<file path="config.mk">
export PLATFORM = sky130hd
export DESIGN_NAME = grid_column_run_length_decoder
export DESIGN_NICKNAME = d
export VERILOG_FILES = /design/src/rtl/gcrld_pkg.sv /design/src/rtl/grid_column_run_length_decoder.sv /design/src/rtl/gcrld_front.sv /design/src/rtl/gcrld_queue.sv /design/src/rtl/gcrld_back.sv
export SDC_FILE = /design/constraint.sdc
export NUM_CORES = 1
export LEC_CHECK = 0
export ABC_AREA = 0
export BUFFER_PORTS_ARGS = -buffer_cell sky130_fd_sc_hd__buf_2
export CAP_MARGIN = 25
export CORE_MARGIN = 2
export CORE_UTILIZATION = 40
export CTS_CLUSTER_DIAMETER = 60
export CTS_CLUSTER_SIZE = 40
export DETAILED_ROUTE_END_ITERATION = 7
export GPL_TIMING_DRIVEN = 0
export HOLD_SLACK_MARGIN = 0.1
export PLACE_DENSITY = 0.62
export SYNTH_ARGS = -nofsm -noshare
export SYNTH_HDL_FRONTEND = slang
export SYNTH_SLANG_ARGS = --single-unit
</file>
<file path="constraint.sdc">
create_clock -name clk_i -period 5.4 [get_ports clk_i]
set_input_delay 0.27 -clock clk_i [delete_from_list [all_inputs] [get_ports clk_i]]
set_output_delay 0.27 -clock clk_i [all_outputs]
set_load 0.02 [all_outputs]
</file>
<file path="src/rtl/gcrld_pkg.sv">
// Shared types and constants of the grid column run-length decoder.
`default_nettype none

package gcrld_pkg;

  // Fixed widths of the cell command fields
  localparam int unsigned COORD_W = 8;   // widest x or z index (up to 256 columns)
  localparam int unsigned BASE_W  = 21;  // widest column base address
  localparam int unsigned CNT_W   = 6;   // cells per command, 1 to 32
  localparam int unsigned LAYER_W = 6;   // saturating layer counter

  // Command queue between the parser and the cell generator
  localparam int unsigned Q_DEPTH = 4;
  localparam int unsigned Q_PTR_W = 2;
  localparam int unsigned Q_CNT_W = 3;

  // Flags byte layout
  localparam logic [4:0] RUN_MASK   = 5'h1F;
  localparam logic [2:0] MODE_EMPTY = 3'b000;  // flags 0x00
  localparam logic [2:0] MODE_LIT   = 3'b010;  // flags 0x40
  localparam logic [2:0] MODE_REP   = 3'b100;  // flags 0x80

  localparam logic [CNT_W-1:0] MAX_RUN = 6'd32;
  localparam logic [LAYER_W-1:0] LAYER_SAT = 6'd63;
  localparam logic [4:0] LAYER_Y_SAT = 5'd31;

  // One run of cells to emit
  typedef struct packed {
    logic [7:0]         layout;
    logic [7:0]         brick;
    logic [CNT_W-1:0]   cnt;
    logic [LAYER_W-1:0] layer;
    logic [COORD_W-1:0] x;
    logic [COORD_W-1:0] z;
    logic [BASE_W-1:0]  base;
  } cmd_t;

endpackage

`default_nettype wire

</file>
<file path="src/rtl/grid_column_run_length_decoder.sv">
// Top level of the grid column run-length decoder.
//
// Input stream: one compressed byte per transaction on s_axis; tuser marks a
// restart at column zero, where that byte is the first column's group count.
// Output stream: one voxel cell per transaction on m_axis; tlast marks the
// last cell caused by one input byte, tuser flags a layer past the grid
// height (address reads zero, the write is to be dropped).
// The parser takes one byte per cycle whenever the four-entry command queue
// has room. Each byte that yields cells queues one command; the cell
// generator expands it at one cell per cycle while the receiver accepts,
// so a run of 1 to 32 cells holds the generator. Other bytes queue nothing.
// A stalled receiver holds the output register; the generator, then the
// queue and finally s_axis_tready back up behind it. Nothing is dropped.
// Reset clears the parser to expect a group count at column zero and
// empties the queue and the output register.
`default_nettype none

module grid_column_run_length_decoder #(
  parameter int unsigned COLUMNS_X = 64,
  parameter int unsigned COLUMNS_Z = 64,
  parameter int unsigned LAYERS    = 25
) (
  input  wire logic        clk_i,
  input  wire logic        rst_ni,
  input  wire logic [7:0]  s_axis_tdata_i,   // [7:0] data_byte
  input  wire logic [0:0]  s_axis_tuser_i,   // [0] grid_start
  input  wire logic        s_axis_tvalid_i,
  output logic             s_axis_tready_o,
  output logic [55:0]      m_axis_tdata_o,   // [7:0] layout_code, [15:8] brick_code,
                                             // [21:16] col_x, [26:22] layer_y,
                                             // [32:27] row_z, [49:33] cell_address
  output logic [0:0]       m_axis_tuser_o,   // [0] overflow
  output logic             m_axis_tlast_o,   // last_of_run
  output logic             m_axis_tvalid_o,
  input  wire logic        m_axis_tready_i
);

  logic            accept;
  logic            push, full, pop, head_valid;
  gcrld_pkg::cmd_t push_cmd, head_cmd;

  assign s_axis_tready_o = !full;
  assign accept          = s_axis_tvalid_i && s_axis_tready_o;

  gcrld_front #(
    .COLUMNS_X (COLUMNS_X),
    .COLUMNS_Z (COLUMNS_Z),
    .LAYERS    (LAYERS)
  ) u_front (
    .clk_i    (clk_i),
    .rst_ni   (rst_ni),
    .accept_i (accept),
    .byte_i   (s_axis_tdata_i),
    .start_i  (s_axis_tuser_i[0]),
    .push_o   (push),
    .cmd_o    (push_cmd)
  );

  gcrld_queue u_queue (
    .clk_i       (clk_i),
    .rst_ni      (rst_ni),
    .push_i      (push),
    .push_data_i (push_cmd),
    .full_o      (full),
    .pop_i       (pop),
    .valid_o     (head_valid),
    .head_o      (head_cmd)
  );

  gcrld_back #(
    .LAYERS (LAYERS)
  ) u_back (
    .clk_i           (clk_i),
    .rst_ni          (rst_ni),
    .head_valid_i    (head_valid),
    .head_i          (head_cmd),
    .pop_o           (pop),
    .m_axis_tdata_o  (m_axis_tdata_o),
    .m_axis_tuser_o  (m_axis_tuser_o),
    .m_axis_tlast_o  (m_axis_tlast_o),
    .m_axis_tvalid_o (m_axis_tvalid_o),
    .m_axis_tready_i (m_axis_tready_i)
  );

endmodule

`default_nettype wire

</file>
<file path="src/rtl/gcrld_front.sv">
// Byte parser: walks columns and groups and turns them into cell commands.
`default_nettype none

module gcrld_front #(
  parameter int unsigned COLUMNS_X = 64,
  parameter int unsigned COLUMNS_Z = 64,
  parameter int unsigned LAYERS    = 25
) (
  input  wire logic              clk_i,
  input  wire logic              rst_ni,
  input  wire logic              accept_i,
  input  wire logic [7:0]        byte_i,
  input  wire logic              start_i,
  output logic                   push_o,
  output gcrld_pkg::cmd_t        cmd_o
);

  localparam int unsigned XW = (COLUMNS_X > 1) ? $clog2(COLUMNS_X) : 1;
  localparam int unsigned ZW = (COLUMNS_Z > 1) ? $clog2(COLUMNS_Z) : 1;
  localparam int unsigned BW = gcrld_pkg::BASE_W;
  localparam int unsigned LW = gcrld_pkg::LAYER_W;
  localparam int unsigned CW = gcrld_pkg::CNT_W;

  typedef enum logic [5:0] {
    PH_COUNT      = 6'b000001,
    PH_FLAGS      = 6'b000010,
    PH_LIT_LAYOUT = 6'b000100,
    PH_LIT_BRICK  = 6'b001000,
    PH_REP_LAYOUT = 6'b010000,
    PH_REP_BRICK  = 6'b100000
  } phase_e;

  phase_e        phase_q, phase_d, phase_e_c;
  logic [7:0]    groups_q, groups_d, groups_c;
  logic [CW-1:0] run_q, run_d, run_c;
  logic [7:0]    held_q, held_d, held_c;
  logic [LW-1:0] layer_q, layer_d, layer_c;
  logic [XW-1:0] x_q, x_d, x_c, x_nx;
  logic [ZW-1:0] z_q, z_d, z_c, z_nx;
  logic [BW-1:0] zbase_q, zbase_d, zbase_c, zbase_nx;
  logic [BW-1:0] base_q, base_d, base_c, base_nx;

  logic [7:0]    groups_dec;
  logic [CW-1:0] run_len, run_dec, cmd_cnt;
  logic [LW:0]   layer_sum;
  logic [LW-1:0] layer_adv;

  // Restart at column zero when the transaction carries the start flag
  always_comb begin
    phase_e_c = start_i ? PH_COUNT : phase_q;
    groups_c  = start_i ? '0 : groups_q;
    run_c     = start_i ? '0 : run_q;
    held_c    = start_i ? '0 : held_q;
    layer_c   = start_i ? '0 : layer_q;
    x_c       = start_i ? '0 : x_q;
    z_c       = start_i ? '0 : z_q;
    zbase_c   = start_i ? '0 : zbase_q;
    base_c    = start_i ? '0 : base_q;
  end

  // Advance to the next column, keeping the base address incrementally
  always_comb begin
    x_nx     = x_c + XW'(1);
    z_nx     = z_c;
    zbase_nx = zbase_c;
    base_nx  = base_c + BW'(COLUMNS_Z * LAYERS);
    if (x_c == XW'(COLUMNS_X - 1)) begin
      x_nx = '0;
      if (z_c == ZW'(COLUMNS_Z - 1)) begin
        z_nx     = '0;
        zbase_nx = '0;
        base_nx  = '0;
      end else begin
        z_nx     = z_c + ZW'(1);
        zbase_nx = zbase_c + BW'(LAYERS);
        base_nx  = zbase_c + BW'(LAYERS);
      end
    end
  end

  assign groups_dec = groups_c - 8'd1;
  assign run_len    = {1'b0, byte_i[4:0] & gcrld_pkg::RUN_MASK} + CW'(1);
  assign run_dec    = (run_c != '0) ? run_c - CW'(1) : '0;

  // Pick the cell count of the command, if any
  always_comb begin
    cmd_cnt = '0;
    case (phase_e_c)
      PH_FLAGS: begin
        if (byte_i[7:5] == gcrld_pkg::MODE_EMPTY) cmd_cnt = run_len;
      end
      PH_LIT_BRICK: cmd_cnt = CW'(1);
      PH_REP_BRICK: cmd_cnt = (run_c > gcrld_pkg::MAX_RUN) ? gcrld_pkg::MAX_RUN : run_c;
      default: cmd_cnt = '0;
    endcase
  end

  // Saturate the layer counter after the cells of this command
  assign layer_sum = {1'b0, layer_c} + (LW + 1)'(cmd_cnt);
  assign layer_adv = layer_sum[LW] ? gcrld_pkg::LAYER_SAT : layer_sum[LW-1:0];

  // Step the parser
  always_comb begin
    logic end_group;
    logic next_col;
    end_group = 1'b0;
    next_col  = 1'b0;
    phase_d   = phase_e_c;
    groups_d  = groups_c;
    run_d     = run_c;
    held_d    = held_c;
    layer_d   = layer_adv;
    x_d       = x_c;
    z_d       = z_c;
    zbase_d   = zbase_c;
    base_d    = base_c;
    case (phase_e_c)
      PH_COUNT: begin
        groups_d = byte_i;
        layer_d  = '0;
        if (byte_i == 8'd0) next_col = 1'b1;
        else phase_d = PH_FLAGS;
      end
      PH_FLAGS: begin
        case (byte_i[7:5])
          gcrld_pkg::MODE_LIT: begin
            run_d   = run_len;
            phase_d = PH_LIT_LAYOUT;
          end
          gcrld_pkg::MODE_REP: begin
            run_d   = run_len;
            phase_d = PH_REP_LAYOUT;
          end
          default: end_group = 1'b1;
        endcase
      end
      PH_LIT_LAYOUT: begin
        held_d  = byte_i;
        phase_d = PH_LIT_BRICK;
      end
      PH_LIT_BRICK: begin
        if (run_dec == '0) begin
          end_group = 1'b1;
        end else begin
          run_d   = run_dec;
          phase_d = PH_LIT_LAYOUT;
        end
      end
      PH_REP_LAYOUT: begin
        held_d  = byte_i;
        phase_d = PH_REP_BRICK;
      end
      PH_REP_BRICK: end_group = 1'b1;
      default: phase_d = PH_COUNT;
    endcase
    if (end_group) begin
      groups_d = groups_dec;
      run_d    = '0;
      if (groups_dec == 8'd0) next_col = 1'b1;
      else phase_d = PH_FLAGS;
    end
    if (next_col) begin
      layer_d = '0;
      phase_d = PH_COUNT;
      x_d     = x_nx;
      z_d     = z_nx;
      zbase_d = zbase_nx;
      base_d  = base_nx;
    end
  end

  // Build the command for the cell generator
  always_comb begin
    push_o       = accept_i && (cmd_cnt != '0);
    cmd_o.layout = (phase_e_c == PH_FLAGS) ? 8'd0 : held_c;
    cmd_o.brick  = (phase_e_c == PH_FLAGS) ? 8'd0 : byte_i;
    cmd_o.cnt    = cmd_cnt;
    cmd_o.layer  = layer_c;
    cmd_o.x      = gcrld_pkg::COORD_W'(x_c);
    cmd_o.z      = gcrld_pkg::COORD_W'(z_c);
    cmd_o.base   = base_c;
  end

  // Hold parser state between transactions
  always_ff @(posedge clk_i or negedge rst_ni) begin
    if (!rst_ni) begin
      phase_q  <= PH_COUNT;
      groups_q <= '0;
      run_q    <= '0;
      held_q   <= '0;
      layer_q  <= '0;
      x_q      <= '0;
      z_q      <= '0;
      zbase_q  <= '0;
      base_q   <= '0;
    end else if (accept_i) begin
      phase_q  <= phase_d;
      groups_q <= groups_d;
      run_q    <= run_d;
      held_q   <= held_d;
      layer_q  <= layer_d;
      x_q      <= x_d;
      z_q      <= z_d;
      zbase_q  <= zbase_d;
      base_q   <= base_d;
    end
  end

  // A pushed command always carries one to thirty-two cells
  a_cmd_cnt_range: assert property (@(posedge clk_i) disable iff (!rst_ni)
    push_o |-> (cmd_o.cnt != '0) && (cmd_o.cnt <= gcrld_pkg::MAX_RUN))
    else $error("cell command with bad count");

endmodule

`default_nettype wire

</file>
<file path="src/rtl/gcrld_queue.sv">
// Short command queue between the parser and the cell generator.
`default_nettype none

module gcrld_queue (
  input  wire logic            clk_i,
  input  wire logic            rst_ni,
  input  wire logic            push_i,
  input  wire gcrld_pkg::cmd_t push_data_i,
  output logic                 full_o,
  input  wire logic            pop_i,
  output logic                 valid_o,
  output gcrld_pkg::cmd_t      head_o
);

  gcrld_pkg::cmd_t                 mem_q [gcrld_pkg::Q_DEPTH];
  logic [gcrld_pkg::Q_PTR_W-1:0]   wr_ptr_q, rd_ptr_q;
  logic [gcrld_pkg::Q_CNT_W-1:0]   cnt_q, cnt_d;

  assign full_o  = (cnt_q == gcrld_pkg::Q_CNT_W'(gcrld_pkg::Q_DEPTH));
  assign valid_o = (cnt_q != '0);
  assign head_o  = mem_q[rd_ptr_q];

  // Write the entry at the tail
  always_ff @(posedge clk_i) begin
    if (push_i) begin
      mem_q[wr_ptr_q] <= push_data_i;
    end
  end

  // Track fill level and pointers
  always_comb begin
    cnt_d = cnt_q;
    case ({push_i, pop_i})
      2'b10:   cnt_d = cnt_q + gcrld_pkg::Q_CNT_W'(1);
      2'b01:   cnt_d = cnt_q - gcrld_pkg::Q_CNT_W'(1);
      default: cnt_d = cnt_q;
    endcase
  end

  always_ff @(posedge clk_i or negedge rst_ni) begin
    if (!rst_ni) begin
      wr_ptr_q <= '0;
      rd_ptr_q <= '0;
      cnt_q    <= '0;
    end else begin
      if (push_i) wr_ptr_q <= wr_ptr_q + gcrld_pkg::Q_PTR_W'(1);
      if (pop_i)  rd_ptr_q <= rd_ptr_q + gcrld_pkg::Q_PTR_W'(1);
      cnt_q <= cnt_d;
    end
  end

  // Never write into a full queue nor read from an empty one
  a_no_overrun: assert property (@(posedge clk_i) disable iff (!rst_ni)
    (push_i |-> !full_o) and (pop_i |-> valid_o))
    else $error("command queue overrun or underrun");

endmodule

`default_nettype wire

</file>
<file path="src/rtl/gcrld_back.sv">
// Cell generator: expands queued commands into one output cell per cycle while the receiver is ready.
`default_nettype none

module gcrld_back #(
  parameter int unsigned LAYERS = 25
) (
  input  wire logic            clk_i,
  input  wire logic            rst_ni,
  input  wire logic            head_valid_i,
  input  wire gcrld_pkg::cmd_t head_i,
  output logic                 pop_o,
  output logic [55:0]          m_axis_tdata_o,
  output logic [0:0]           m_axis_tuser_o,
  output logic                 m_axis_tlast_o,
  output logic                 m_axis_tvalid_o,
  input  wire logic            m_axis_tready_i
);

  localparam int unsigned LW = gcrld_pkg::LAYER_W;

  logic [4:0]    idx_q, idx_d;
  logic          emit, last;
  logic [LW:0]   layer_sum;
  logic [LW-1:0] layer;
  logic          ovf;
  logic [4:0]    layer_y;
  logic [gcrld_pkg::BASE_W-1:0] addr;

  logic          valid_q;
  logic [7:0]    layout_q, brick_q;
  logic [5:0]    x_q, z_q;
  logic [4:0]    y_q;
  logic [16:0]   addr_q;
  logic          ovf_q, last_q;

  // Emit a cell whenever a command is queued and the output register is free or draining
  assign emit = head_valid_i && (!valid_q || m_axis_tready_i);
  assign last = ((LW)'(idx_q) + (LW)'(1)) == head_i.cnt;
  assign pop_o = emit && last;
  assign idx_d = last ? 5'd0 : idx_q + 5'd1;

  // Work out the cell position inside the column
  assign layer_sum = {1'b0, head_i.layer} + (LW + 1)'(idx_q);
  assign layer     = layer_sum[LW] ? gcrld_pkg::LAYER_SAT : layer_sum[LW-1:0];
  assign ovf       = (layer >= LW'(LAYERS));
  assign layer_y   = layer[LW-1] ? gcrld_pkg::LAYER_Y_SAT : layer[4:0];
  assign addr      = ovf ? '0 : head_i.base + gcrld_pkg::BASE_W'(layer);

  // Advance the cell offset within the current command
  always_ff @(posedge clk_i or negedge rst_ni) begin
    if (!rst_ni) begin
      idx_q   <= '0;
      valid_q <= 1'b0;
    end else begin
      if (emit) idx_q <= idx_d;
      valid_q <= emit || (valid_q && !m_axis_tready_i);
    end
  end

  // Load the output register
  always_ff @(posedge clk_i) begin
    if (emit) begin
      layout_q <= head_i.layout;
      brick_q  <= head_i.brick;
      x_q      <= head_i.x[5:0];
      z_q      <= head_i.z[5:0];
      y_q      <= layer_y;
      addr_q   <= addr[16:0];
      ovf_q    <= ovf;
      last_q   <= last;
    end
  end

  assign m_axis_tvalid_o = valid_q;
  assign m_axis_tdata_o  = {6'd0, addr_q, z_q, y_q, x_q, brick_q, layout_q};
  assign m_axis_tuser_o  = ovf_q;
  assign m_axis_tlast_o  = last_q;

  // The offset stays inside the command it walks
  a_idx_in_cmd: assert property (@(posedge clk_i) disable iff (!rst_ni)
    head_valid_i |-> ((LW)'(idx_q) < head_i.cnt))
    else $error("cell offset beyond command length");

  // An emitted cell is presented in the next cycle
  a_emit_shows: assert property (@(posedge clk_i) disable iff (!rst_ni)
    emit |=> m_axis_tvalid_o)
    else $error("emitted cell not presented");

endmodule

`default_nettype wire

</file>
# ---- After elaboration in Yosys (flattened, before gate mapping)
# Memory sizes are Yosys's and may differ from the RTL's.
# Cells that the tools add are included.
dict set report totals {
  ff_bits 153
  mem_bits_rw 244
  out_inout_bits 60
  wordCells 129
  mem_count 1
}
dict set report classes {
  add_sub_neg 16
  order_cmp 2
  n_eq_ne 14
  mux 54
  reduce_logical 20
}
# memory words width read_ports rd_clocked_by_memory_dff wr line_no
set mem_list {}
lappend mem_list {u_queue.mem_q 4 61 1 0 1 gcrld_queue.sv:15} ;# gcrld_pkg::cmd_t mem_q [gcrld_pkg::Q_DEPTH];
# op n
set op_table {}
lappend op_table {{2-to-1 mux 6 bit} 25}
lappend op_table {{2-to-1 mux 21 bit} 7}
lappend op_table {{2-to-1 mux 8 bit} 7}
lappend op_table {{case mux 6 bit (6 select lines)} 1}
lappend op_table {{case mux 6 bit (2 select lines)} 2}
lappend op_table {{adder 21 x 11 -> 21 bit (second input constant)} 1}
lappend op_table {{adder 21 x 5 -> 21 bit (second input constant)} 1}
lappend op_table {{equality test 6 bit (second input constant)} 3}
lappend op_table {{case mux 6 bit (3 select lines)} 1}
lappend op_table {{adder 17 x 6 -> 17 bit} 1}
lappend op_table {{logical NOT 8 bit} 2}
lappend op_table {{adder 5 x 1 -> 6 bit (second input constant)} 2}
lappend op_table {{adder 6 x 1 -> 6 bit (second input constant)} 2}
lappend op_table {{nonzero test 6 bit} 2}
lappend op_table {{2-to-1 mux 1 bit} 8}
lappend op_table {{subtractor 8 x 1 -> 8 bit (second input constant)} 1}
lappend op_table {{adder 6 x 5 -> 7 bit} 1}
lappend op_table {{adder 6 x 6 -> 7 bit} 1}
lappend op_table {{equality test 3 bit (second input constant)} 2}
lappend op_table {{equality test 6 x 1 -> 1 bit (second input constant)} 1}
lappend op_table {{equality test 6 x 2 -> 1 bit (second input constant)} 1}
lappend op_table {{equality test 6 x 3 -> 1 bit (second input constant)} 1}
lappend op_table {{equality test 6 x 4 -> 1 bit (second input constant)} 1}
lappend op_table {{equality test 6 x 5 -> 1 bit (second input constant)} 1}
lappend op_table {{other kinds (22)} 31}

# ---- Logic depth before layout (Yosys ltp)
# Gate-level depths: netlist (run 1).
dict set report depth {
  depth_word 9
  depth_mapped 23
}

# ---- Cells and area by module
# Synthesis (run 1) repeated with hierarchy kept, for this count alone.
dict set report hier_totals {
  cells_unflattened 1376
  area_unflattened_um2 19274.7
}
# module n_inst cells_per_inst area_each_um2 seq_area_each_um2
set by_module_without_submodules {}
lappend by_module_without_submodules {gcrld_queue 1 376 9814.4 7982.7}
lappend by_module_without_submodules {gcrld_front 1 769 6487.5 2203.4}
lappend by_module_without_submodules {gcrld_back 1 229 2962.8 1711.6}
lappend by_module_without_submodules {grid_column_run_length_decoder 1 2 10.0 0.0}

# ---- Least setup slack after synthesis (run 1)
# OpenSTA, ideal clock, no wires.
dict set report synth_path {
  path_type {reg-to-reg}
  start {register u_queue.rd_ptr_q[0] in the netlist's numbering}
  end {register u_back.addr_q[15], data pin}
  setup_ps 266
  arrival_time_ps 4622
  required_ps 5134
  path_slack_ps 512
  path_stages_with_launch 23
  path_cell_list {dfrtp_1 > buf_2 > buf_2 > buf_2 > buf_2 > mux4_2 > ha_1 > inv_1 > fa_1 > nor2b_1 > o21ai_0 > a21oi_1 > o21ai_1 > and2_1 > inv_1 > ha_1 > a21o_1 > a21oi_1 > o21ai_0 > a31oi_1 > nor3_1 > xnor2_1 > nor2_1}
}
dict set report synth_via {
  elab_chain_cells 4
  elab_cells_between_ends 5
  classes_between {add/sub: 2; order compare: 1; mux: 1; memory: 1}
}
# element line_no
set synth_rtl {}
lappend synth_rtl {{start: declaration} gcrld_queue.sv:16} ;# logic [gcrld_pkg::Q_PTR_W-1:0] wr_ptr_q, rd_ptr_q;
lappend synth_rtl {{start signal: assignment} gcrld_queue.sv:47} ;# if (pop_i) rd_ptr_q <= rd_ptr_q + gcrld_pkg::Q_PTR_W'(1);
lappend synth_rtl {{memory read (4 x 61 bit) (*)} n/a}
lappend synth_rtl {{adder 6 x 5 -> 7 bit (*)} gcrld_back.sv:43} ;# assign layer_sum = {1'b0, head_i.layer} + (LW + 1)'(idx_q);
lappend synth_rtl {{2-to-1 mux 6 bit (*)} gcrld_back.sv:44} ;# assign layer = layer_sum[LW] ? gcrld_pkg::LAYER_SAT : layer_sum[LW-1:0];
lappend synth_rtl {{net u_back.layer[1]} gcrld_back.sv:24} ;# logic [LW-1:0] layer;
lappend synth_rtl {{adder 17 x 6 -> 17 bit / >= comparator 6 x 5 -> 1 bit (equally long branches)} {gcrld_back.sv:47, gcrld_back.sv:45}}
lappend synth_rtl {{end signal: assignment} gcrld_back.sv:68} ;# addr_q <= addr[16:0];
lappend synth_rtl {{end: declaration} gcrld_back.sv:33} ;# logic [16:0] addr_q;
# The timed path passes the listed nets; every way through them passes the cells marked *.
# A chain may end at the register's enable or synchronous reset.

# ---- Worst setup path in the final report (run 1)
dict set report layout_path {
  start {register u_queue.rd_ptr_q[1] in the netlist's numbering}
  end {register u_back.addr_q[16], data pin}
}
# The elaborated chain is that of the path after synthesis.

==> results of run 1 <==
-- final timing paths --
| kind | endpoint | from |
|---|---|---|
| worst max-delay path | u_back.addr_q[16] | u_queue.rd_ptr_q[1] |
| min in group asynchronous | u_queue.rd_ptr_q[0] | rst_ni |
| worst max register to register | u_back.addr_q[16] | u_queue.rd_ptr_q[1] |
| worst min-delay path | u_front.held_q[6] | s_axis_tdata_i[6] |
| max in group asynchronous | u_front.phase_q[0] | rst_ni |
| worst min register to register | u_front.layer_q[0] | u_front.layer_q[0] |
-- routing by layer --
layer	vias to the layer above	part of all wire, %	track usage [%]
met5	-	0	0
met4	0	1.8	4.52
met3	49	4.2	2.01
met2	240	48	29.2
met1	5174	46	24.1
li1	4834	-	-
-- kinds of logic after synthesis --
| logic type | after synthesis | synth area share [%] |
|---|---|---|
| multiplexers | 62 | 7.88 |
| other | 1 | 0.0221 |
| AO/OA/AOI/OAI | 221 | 9.29 |
| flip-flops | 373 | 63.3 |
| XOR/XNOR | 65 | 3.36 |
| buffers and inverters | 106 | 2.66 |
| AND/OR/NAND/NOR | 351 | 10.6 |
| adder cells (fa/ha/maj) | 37 | 2.91 |
-- cell type report --
class | instances | area, sq um | area share (%)
Inverter | 42 | 158 | 0.815
Multi-Input combinational cell | 742 | 5820 | 30.1
Timing Repair Buffer | 78 | 563 | 2.91
Sequential cell | 373 | 10700 | 55.5
Tap cell | 539 | 674 | 3.49
Clock inverter | 22 | 275 | 1.42
Clock buffer | 34 | 797 | 4.12
Buffer | 63 | 317 | 1.64
-- sequential cells by signal (all words and copies together), names as in the netlist, 3 cells and up --
name / count
u_back.addr_q: 17
u_back.brick_q: 8
u_back.idx_q: 5
u_back.layout_q: 8
u_back.x_q: 6
u_back.y_q: 5
u_back.z_q: 6
u_front.base_q: 17
u_front.groups_q: 8
u_front.held_q: 8
u_front.layer_q: 6
u_front.phase_q: 6
u_front.run_q: 6
u_front.x_q: 6
u_front.z_q: 6
u_front.zbase_q: 17
u_queue.cnt_q: 3
u_queue.mem_q: 228
-- repair_timing --
action                                  CTS  global route
hold endpoints to repair                 52             0
buffers inserted                          0             1
hold buffers                              6             0
resized for setup                         8            10
pin swaps                                 0             2
endpoints found under the setup margin   16            12
-- report_power, final --
group | internal, uW | switching [uW] | total, uW
clock | 1250 | 1100 | 2360
sequential | 3470 | 173 | 3650
combinational | 1160 | 1710 | 2880
total | 5890 | 2990 | 8880
-- worst max-delay path: stages (launching register included) --
cell	delay, ns
dfrtp_2	0.60
buf_2	0.37
clkbuf_4	0.33
mux4_2	0.24
ha_1	0.16
inv_1	0.05
fa_1	0.40
nor2b_1	0.12
o21ai_0	0.10
a21oi_1	0.19
o21ai_2	0.13
nand2b_1	0.11
ha_1	0.17
inv_1	0.05
fa_1	0.37
nor2b_1	0.16
o21ai_0	0.12
a21boi_0	0.31
o21ai_2	0.17
a211oi_1	0.34
xnor2_1	0.16
nor2_1	0.05
-- cells in the final DEF (no fill, tap or decap), types with 33 or more instances in the layout --
| cell type | instances |
|---|---|
| inv_1 | 40 |
| mux4_2 | 57 |
| nand3_1 | 37 |
| nand2_1 | 82 |
| clkbuf_1 | 35 |
| a21oi_1 | 44 |
| nor2b_1 | 51 |
| buf_2 | 72 |
| edfxtp_1 | 280 |
| nor2_1 | 68 |
| o21ai_0 | 40 |
| xnor2_1 | 46 |
| ha_1 | 33 |
| dfrtp_1 | 91 |
-- stage by stage --
stage	total power, uW	hold slack (ns)	TNS [ns]	setup WS (ns)	util (%)
floorplan	5770	-0.0256	0	0.512	-
global placement	6490	0.452	-75.00	-0.817	42.9
detailed placement	6550	0.352	-10.59	-0.938	43.3
CTS	8940	0.112	0	0.00465	46.0
global route	9390	0.114	0	0.00619	46.1
finish	8880	0.139	0	0.417	46.1
==> flow_summary.yaml, run 1 <==
outcome:
  status: "complete, no violations"
critical_path:
  critPathLaunchType: "flip-flop"
  worstPathRequired_ns: 5.71
  cp_max_fo: 13
  timing_worst_setup_path_type: "flip-flop to flip-flop"
  crit_path_end_kind: "flip-flop"
  r2r_cells: 21
  ff2ff_setup_slack_ns: 0.42
  arrival_ns: 5.30
timing:
  hold_viol: 0
  slew_headroom_pct: 45.0
  fmax_ghz: 0.201
  setup_violations: 0
  final.period_utilization_pct: 92.3
  slew_violations: 0
  tightest_slew_ns: 0.816
  rsz0062_at_grt: "no"
  period_minus_slack_ns: 4.98
  skew_ns: 0.0183
routing:
  final_antenna_net_count: 0
  drcViolationCount: 0
  wire_per_inst_um: 19.8
  num_vias: 10297
  drtIter0Drc: 717
  routed_wirelength_mm: 37.5
  dr.pass1.iters: 5
  viasPerCell: 5.44
layout:
  layout.nets: 1380
  num_antenna_cells: 0
  fillers: 3662
  drive_above_1_share_pct: 17.5
  area_growth_pct: 14.0
  fin_area_sq_um: 19300
  final_cells: 1893
yosys:
  ys_ff_latch: 373
  yosys_warnings: 0
  async_reset_ff_share_pct: 24.9
  synth_top_cell_by_area: "edfxtp_1"
  synth_edf_count: 280
  ys_seq_area_share_pct: 63.3
  ys_top_cells_by_area: "edfxtp_1 50%, dfrtp_1 14%, mux4_2 7.6%"
  syn_avg_cell_area_sq_um: 14.0
  synth_top_area_share_pct: 49.6
  synth_cell_types: 78
  synth_most_common_cell: "edfxtp_1"
  synth_ff_type: "edfxtp_1"
  synth_common_cells: "280 x edfxtp_1, 92 x dfrtp_1, 82 x nand2_1, 68 x nor2_1, 57 x mux4_2"
  netlist_instances: 1216
  syn_area_sq_um: 17000
grt:
  grt_max_degree: 56
  grt_pass1_vias: 10561
  grt_usage_pct: 17.3
  grt_pass1_wl_mm: 59.9
  grt_overflow: 0
  antenna_found_initial: 0
clock_network:
  clkLatencyLatePin_ns: 0.58
  clock_sinks: 373
  cts_tree: "yes"
  numCtsBuffers: 30
  cts.reportedPaths.clkPinSlew_ns: 0.07
  cts_buffer_depth: 3
  htreeDepth: 1
  ctsRootBufferMaster: "clkbuf_16"
pwr:
  leakage_uw: 0.00705
  p_per_area_nw_per_um2: 459
  irDropWorstVdd_uv: 267
floorplan:
  die_area_sq_um: 44100
  num_rows: 75
  core_sq_um: 41900
  die_w_um: 210
  start_util_pct: 40.4
  chipHeight_um: 210
  io_pins: 73
placed_design:
  place_congestion: 0.887
  dp_hpwl_mm: 25.4
  place_area_sq_um: 18100
  dp_cells: 1830
  portBuffers: 64
run:
  drv_cap: 0
hold_path:
  hold_depth: 2
  hp-class: "input port to flip-flop"
(Power assumes the default switching activity.)
==> inputs of run 2 (changes only) <==
--- a/config.mk
+++ b/config.mk
@@ -15,7 +15,7 @@
 export DETAILED_ROUTE_END_ITERATION = 7
 export GPL_TIMING_DRIVEN = 0
 export HOLD_SLACK_MARGIN = 0.1
-export PLACE_DENSITY = 0.62
+export PLACE_DENSITY_LB_ADDON = 0.05
 export SYNTH_ARGS = -nofsm -noshare
 export SYNTH_HDL_FRONTEND = slang
 export SYNTH_SLANG_ARGS = --single-unit
==> run 2 against run 1 <==
Total power increased by 3.2%. Setup slack improved by 0.018 ns. Cell count increased by 0.26%. Via count increased by 0.42%. Flip-flop and latch count unchanged.
==> flow_summary.yaml, run 2 (synthesis gave the netlist of run 1 again) <==
outcome:
  status: "complete, no violations"
layout:
  fin_area_sq_um: 19500
  final_util_pct: 46.4
  layout_common_cells: "280 x edfxtp_1, 91 x dfrtp_1, 82 x nand2_1"
  layout.nets: 1383
  final_common_cell: "edfxtp_1"
  area_growth_pct: 14.8
  num_antenna_cells: 0
  largest-register: "u_queue.mem_q"
  fillers: 3747
  drive_above_1_share_pct: 17.9
  largest_reg_flops: 228
routing:
  final_antenna_net_count: 0
  drtIter0Drc: 557
  num_vias: 10340
  dr.pass1.iters: 4
  viasPerCell: 5.45
  wire_per_inst_um: 21.2
  routed_wirelength_mm: 40.2
  drcViolationCount: 0
clock_network:
  ctsRootBufferMaster: "clkbuf_16"
  clkLatencyLatePin_ns: 0.55
  htreeDepth: 2
  clock_sinks: 373
  cts_tree: "yes"
  cts.reportedPaths.clkPinSlew_ns: 0.07
  numCtsBuffers: 35
  cts_buffer_depth: 3
critical_path:
  worstPathBufferInverterCount: 4
  cp_max_fo: 13
  path_delay_family: "compound AO/OA/AOI/OAI gates"
  path_cells: "clkbuf_4, buf_2, mux4_2, ha_1, inv_1, fa_1, nor2b_1, o21ai_0, a21oi_1, o21ai_2, nand2b_1, ha_1, inv_1, fa_1, nor2b_1, o21ai_0, a21boi_1, o21ai_2, a211oi_1, xnor2_1, nor2_1"
  r2r_cells: 21
  crit_path_end_kind: "flip-flop"
  max_stage_delay_ns: 0.56
  critPathLaunchType: "flip-flop"
  arrival_ns: 5.24
  slowest_stage: "dfrtp_4"
  timing_worst_setup_path_type: "flip-flop to flip-flop"
  cp.depth: 21
  worstPathRequired_ns: 5.68
floorplan:
  die_area_sq_um: 44100
  num_rows: 75
  chipHeight_um: 210
  io_pins: 73
  start_util_pct: 40.4
  core_sq_um: 41900
  die_w_um: 210
placed_design:
  portBuffers: 64
  place_congestion: 0.843
  preCtsSetupSlack_ns: -1.17
  place_area_sq_um: 18100
  dp_hpwl_mm: 27.3
timing:
  rsz0062_at_grt: "no"
  fmax_ghz: 0.201
  skew_ns: 0.0188
  slew_headroom_pct: 44.3
  final.period_utilization_pct: 91.9
  setup_violations: 0
  period_minus_slack_ns: 4.97
  tns_ns: 0
  tightest_slew_ns: 0.827
  slew_violations: 0
  timing.final.ws_setup_ns: 0.435
  holdWs_ns: 0.124
  hold_viol: 0
hold_path:
  hold_depth: 2
  hp-class: "input port to flip-flop"
grt:
  grt_overflow: 0
  grt_pass1_wl_mm: 63.2
  antenna_found_initial: 0
  grt_max_degree: 51
  grt_usage_pct: 18.9
  grt_pass1_vias: 10500
pwr:
  leakage_uw: 0.00710
  irDropWorstVdd_uv: 276
  p_per_area_nw_per_um2: 470
run:
  drv_cap: 0
-- run 2: where the power goes --
part           internal (uW)  leakage, uW  total (uW)  switching, uW
sequential              3480      0.00384        3650            174
combinational           1170      0.00267        2910           1750
clock                   1430     0.000589        2600           1170
-- run 2: worst paths after layout --
| check | end | slack (ns) | start |
|---|---|---|---|
| max in group asynchronous | u_front.phase_q[0] | 4.32 | rst_ni |
| setup reg to reg | u_back.addr_q[16] | 0.43 | u_queue.rd_ptr_q[1] |
| hold / removal | u_front.held_q[6] | 0.12 | s_axis_tdata_i[6] |
| min in group asynchronous | u_queue.cnt_q[1] | 0.29 | rst_ni |
| setup / recovery | u_back.addr_q[16] | 0.43 | u_queue.rd_ptr_q[1] |
| hold reg to reg | u_front.layer_q[0] | 0.47 | u_front.layer_q[0] |
-- run 2: per-stage QoR --
stage / total power (uW) / instances
after floorplan: 5770 / 1221
after global placement: 6570 / 1824
after detailed placement: 6600 / 1830
after CTS: 9240 / 1896
after global routing: 9750 / 1898
final: 9160 / 1898
-- run 2: metal layers --
layer / global-route usage, % / wire length [um] / up-vias
met4: 5.75 / 910 / 0
met3: 3.01 / 1660 / 52
li1: - / - / 4849
met5: 0 / 0 / -
met2: 29.6 / 18300 / 204
met1: 27.1 / 19400 / 5235
-- run 2: cell type report --
class	instances	area, sq um	share of cell area (%)
sequential	373	10700	55.1
multi-input combinational	742	5820	29.9
clock buffer	42	965	4.95
tap	539	674	3.46
timing repair buffer	76	543	2.79
buffer	63	317	1.63
clock inverter	21	262	1.34
inverter	42	158	0.809
-- run 2: worst reg2reg max path, stage by stage (launching register included) --
cell and delay, ns:
dfrtp_4 0.56, clkbuf_4 0.34, buf_2 0.36, mux4_2 0.28, ha_1 0.17, inv_1 0.05
fa_1 0.40, nor2b_1 0.12, o21ai_0 0.10, a21oi_1 0.20, o21ai_2 0.14, nand2b_1 0.11
ha_1 0.17, inv_1 0.05, fa_1 0.37, nor2b_1 0.16, o21ai_0 0.13, a21boi_1 0.25
o21ai_2 0.15, a211oi_1 0.37, xnor2_1 0.16, nor2_1 0.05
-- run 2: what timing repair did --
item	CTS	global route
pin swaps	0	2
buffers inserted	0	1
endpoints found under the hold margin	46	0
setup endpoints to repair	18	12
gates resized for setup	12	9
hold buffers	4	0
